### src/sv/msnp_ram.sv
module msnp_ram #(
  parameter int WIDTH = 8,
  parameter int DEPTH = 16
) (
  input  logic                     clk,
  input  logic                     we,
  input  logic [$clog2(DEPTH)-1:0] waddr,
  input  logic [WIDTH-1:0]         wdata,
  input  logic [$clog2(DEPTH)-1:0] raddr,
  output logic [WIDTH-1:0]         rdata
);

  logic [WIDTH-1:0] mem [DEPTH];

  always_ff @(posedge clk) begin
    if (we) begin
      mem[waddr] <= wdata;
    end
    rdata <= mem[raddr];
  end

endmodule

### config.mk
export PLATFORM = sky130hd
export DESIGN_NAME = msnp_ram
export DESIGN_NICKNAME = d
export VERILOG_FILES = /design/src/sv/msnp_ram.sv
export SDC_FILE = /design/constraint.sdc
export NUM_CORES = 1
export LEC_CHECK = 0
export CAP_MARGIN = 20
export CORE_ASPECT_RATIO = 1.2
export CORE_MARGIN = 4
export CORE_UTILIZATION = 36
export DETAILED_ROUTE_END_ITERATION = 16
export DONT_BUFFER_PORTS = 1
export PLACE_DENSITY = 0.56
export SKIP_LAST_GASP = 1
export SLEW_MARGIN = 10
export SYNTH_ARGS = -nofsm -noshare
export SYNTH_HDL_FRONTEND = slang
export SYNTH_SLANG_ARGS = --single-unit
### constraint.sdc
create_clock -name clk -period 1.5 [get_ports clk]
set_input_delay 0.075 -clock clk [delete_from_list [all_inputs] [get_ports clk]]
set_output_delay 0.075 -clock clk [all_outputs]
set_load 0.1 [all_outputs]
==> implementation parameters <==
Parameter                              Value

Global routing
  Wire length of the first global-routing pass ... 16400 um
  Global-route usage over all layers ... 14.4%
  Vias in the first global route ... 2597
  Global-route track usage on met2 ... 22.2%
  Maximum number of pins on one net before global-route repair ... 33
  Met1 usage ... 19.1%
  Most used routing layer ... met2
  Global route overflow ... 0
  Initial antenna violation count ... 0
  Met3 layer usage reported by global route ... 4.58%

Min path
  Class of the worst hold path ... input pin to flop

Drt
  Routed length per instance ... 23.6 um
  Number of remaining DRC errors ... 0
  Total via count in the routed design ... 2401
  Number of iterations in the first detailed-routing pass ... 4
  Antenna violation net count after detailed routing ... 0
  Wire length after detailed routing ... 10800 um
  Avg Vias per Cell ... 5.27
  Number of design-rule violations left by the first detailed-router iteration ... 195

Die
  Die outline width ... 117 um
  Number of core rows ... 47
  Starting Density ... 37.1%
  Die outline area ... 16300 um2
  Area of the placeable core ... 13900 um2
  Overall die height ... 139 um
  Number of top-level pins ... 26

Clocking
  CTS tree ... done
  Number of buffers inserted during clock tree synthesis ... 17
  CTS root buffer ... clkbuf_16
  H-tree Lvls ... 4
  Num Clock Sinks ... 136
  Post-CTS setup-driven buffer insertion count ... 0
  CTS clk-pin slew, worst paths ... 0.06 ns
  Post-cts sizing count ... 0
  Post-cts hold buffer count ... 8
  Clock latency of the later-clocked register in the worst-skew pair ... 0.41 ns
  Maximum buffer depth of the clock tree ... 2

Critical path
  Category of the worst setup path capture point ... flop
  Critical path data required time ... 1.79 ns
  Sort of element at the start of the critical path ... flop
  Worst endpoint data arrival time ... 1.62 ns
  Max FO, Critical Path ... 1
  Type of the worst setup path ... flop to flop

Logic synthesis
  Yosys synthesis warning count ... 0
  Number of unique standard cell types used by synthesis ... 19
  Flip-flop and latch count after synthesis ... 136
  Async set-or-reset flop fraction in the synthesized netlist ... 0%
  Count of flip-flops with a built-in enable after synthesis ... 128
  Synthesized area divided by synthesized cell count ... 22.5 um2
  Netlist Area Pre-Place ... 5150 um2
  Post-synth top flop ... edfxtp_1
  Portion of the post-synthesis area used by sequential elements ... 77.8%
  Number of nets produced by synthesis ... 247
  Combinational family with the most area after synthesis ... multiplexers
  Multiplexer fraction of the synthesized cell area ... 15.0%
  Xor/xnor share of the synthesized area ... 0%
  Compound-cell area share of the yosys netlist ... 2.33%
  Mapped Cells ... 229
  Adder and majority cell fraction of the synthesized area ... 0%
  Area fraction in and, or, nand and nor cells after synthesis ... 3.18%

STA
  Hold Worst Slack ... -0.0470 ns
  Shortest clock period the worst path allows after layout ... 1.32 ns
  Skew final ... 0.00753 ns
  Final-report hold violation count ... 6
  Peak clock frequency supported by timing ... 756 MHz
  RSZ-0062 raised after global routing ... false
  Slew at the pin closest to its max-slew limit ... 0.599 ns
  Final worst-path setup slack ... 0.178 ns
  Final-layout setup total negative slack ... 0 ns
  Fraction of the cycle the final worst path needs ... 88.1%
  Number of max-slew violations in the final report ... 0
  Relative max-transition margin ... 59.9%
  Final number of setup-violating endpoints ... 0

Place
  Post-placement cell count ... 416
  Count of input and output buffers ... 0
  Final weighted congestion in routability-driven placement ... 0.702
  Setup slack at placement ... 0.176 ns
  Detailed placement HPWL ... 6630 um

Outcome
  Violated checks ... negative hold slack
  Outcome ... finished with violations

Final layout
  Register cell area after layout ... 4000 um2
  Growth of design area from synthesis to finish ... 18.5%
  Fillers ... 1209
  Most frequent cells in the layout ... 128 x edfxtp_1, 26 x buf_4, 18 x mux4_2
  Non-filler instance count after layout ... 456
  Most common library cell in the layout ignoring fill and taps ... edfxtp_1
  Area taken by multi-input logic gates ... 1060 um2
  Layout cells sized above 1 ... 26.0%
  Ant. Diodes ... 0
  Total Nets Final ... 290
  Final design utilization ... 43.9%

Pwr
  PwrDens ... 1410 nW/um2
  Leakage power ... 2.03 nW
  Worst VDD drop ... 0.679 mV

Flow run
  Number of max-cap violations ... 0
-- kinds of logic after synthesis --
group	after synthesis
muxes	32
buffers and inverters	10
DFF	136
AOI/OAI and AO/OA	16
and+or+nand+nor	35
-- metal layers --
metal / up-vias / wire, um
met2: 70 / 5480
met3: 12 / 767
met5: - / 0
met1: 1261 / 4360
li1: 1058 / -
met4: 0 / 151
-- registers in the layout, indices dropped and copies added (netlist names) --
register / count
mem: 128
rdata: 8
-- cell type report --
cell class,count,area share [%]
Clock buffer,23,7.67
Timing Repair Buffer,34,4.51
Tap cell,171,3.51
Multi-Input combinational cell,83,17.4
Sequential cell,136,65.7
Clock inverter,9,1.23
-- power by group --
part           switching [W]  leakage [nW]  internal (W)
combinational       0.000350         0.540      0.000177
sequential         0.0000291          1.22       0.00425
clock                0.00144         0.266       0.00234
-- critical path, stage by stage, from the launching register on --
cell,delay (ns)
edfxtp_1,0.37
mux4_1,0.49
a22oi_1,0.27
nand2_1,0.07
-- path summary, 6_finish.rpt --
kind                                      startpoint          endpoint  slack, ns  cells after the start
worst max-delay path             mem[8][3]$_DFFE_PP_  rdata[3]$_DFF_P_       0.18                      3
worst min-delay path                        raddr[1]  rdata[3]$_DFF_P_      -0.05                      3
worst min register to register  mem[15][1]$_DFFE_PP_  rdata[1]$_DFF_P_       0.66                      3
worst max register to register   mem[8][3]$_DFFE_PP_  rdata[3]$_DFF_P_       0.18                      3
-- cells in the mapped netlist (2+ instances only) --
| cell type | number | area share, % |
|---|---|---|
| a22oi_1 | 16 | 2.3 |
| buf_2 | 3 | 0.29 |
| buf_6 | 3 | 0.66 |
| clkdlybuf4s25_2 | 3 | 0.58 |
| dfxtp_1 | 8 | 3.1 |
| edfxtp_1 | 128 | 75 |
| mux4_1 | 14 | 7.1 |
| mux4_2 | 18 | 7.9 |
| nand2_1 | 9 | 0.66 |
| nand2b_1 | 2 | 0.24 |
| nand3b_1 | 2 | 0.29 |
| nor2_1 | 13 | 0.95 |
| nor3_1 | 4 | 0.39 |
-- per-stage QoR --
step | area [um2] | power [W]
after floorplan | 5150 | 0.00475
after global placement | 5480 | 0.00483
after detailed placement | 5480 | 0.00483
after CTS | 6100 | 0.00867
after global routing | 6100 | 0.00889
final | 6100 | 0.00859
Note: power is estimated with default switching activity, not from simulation.
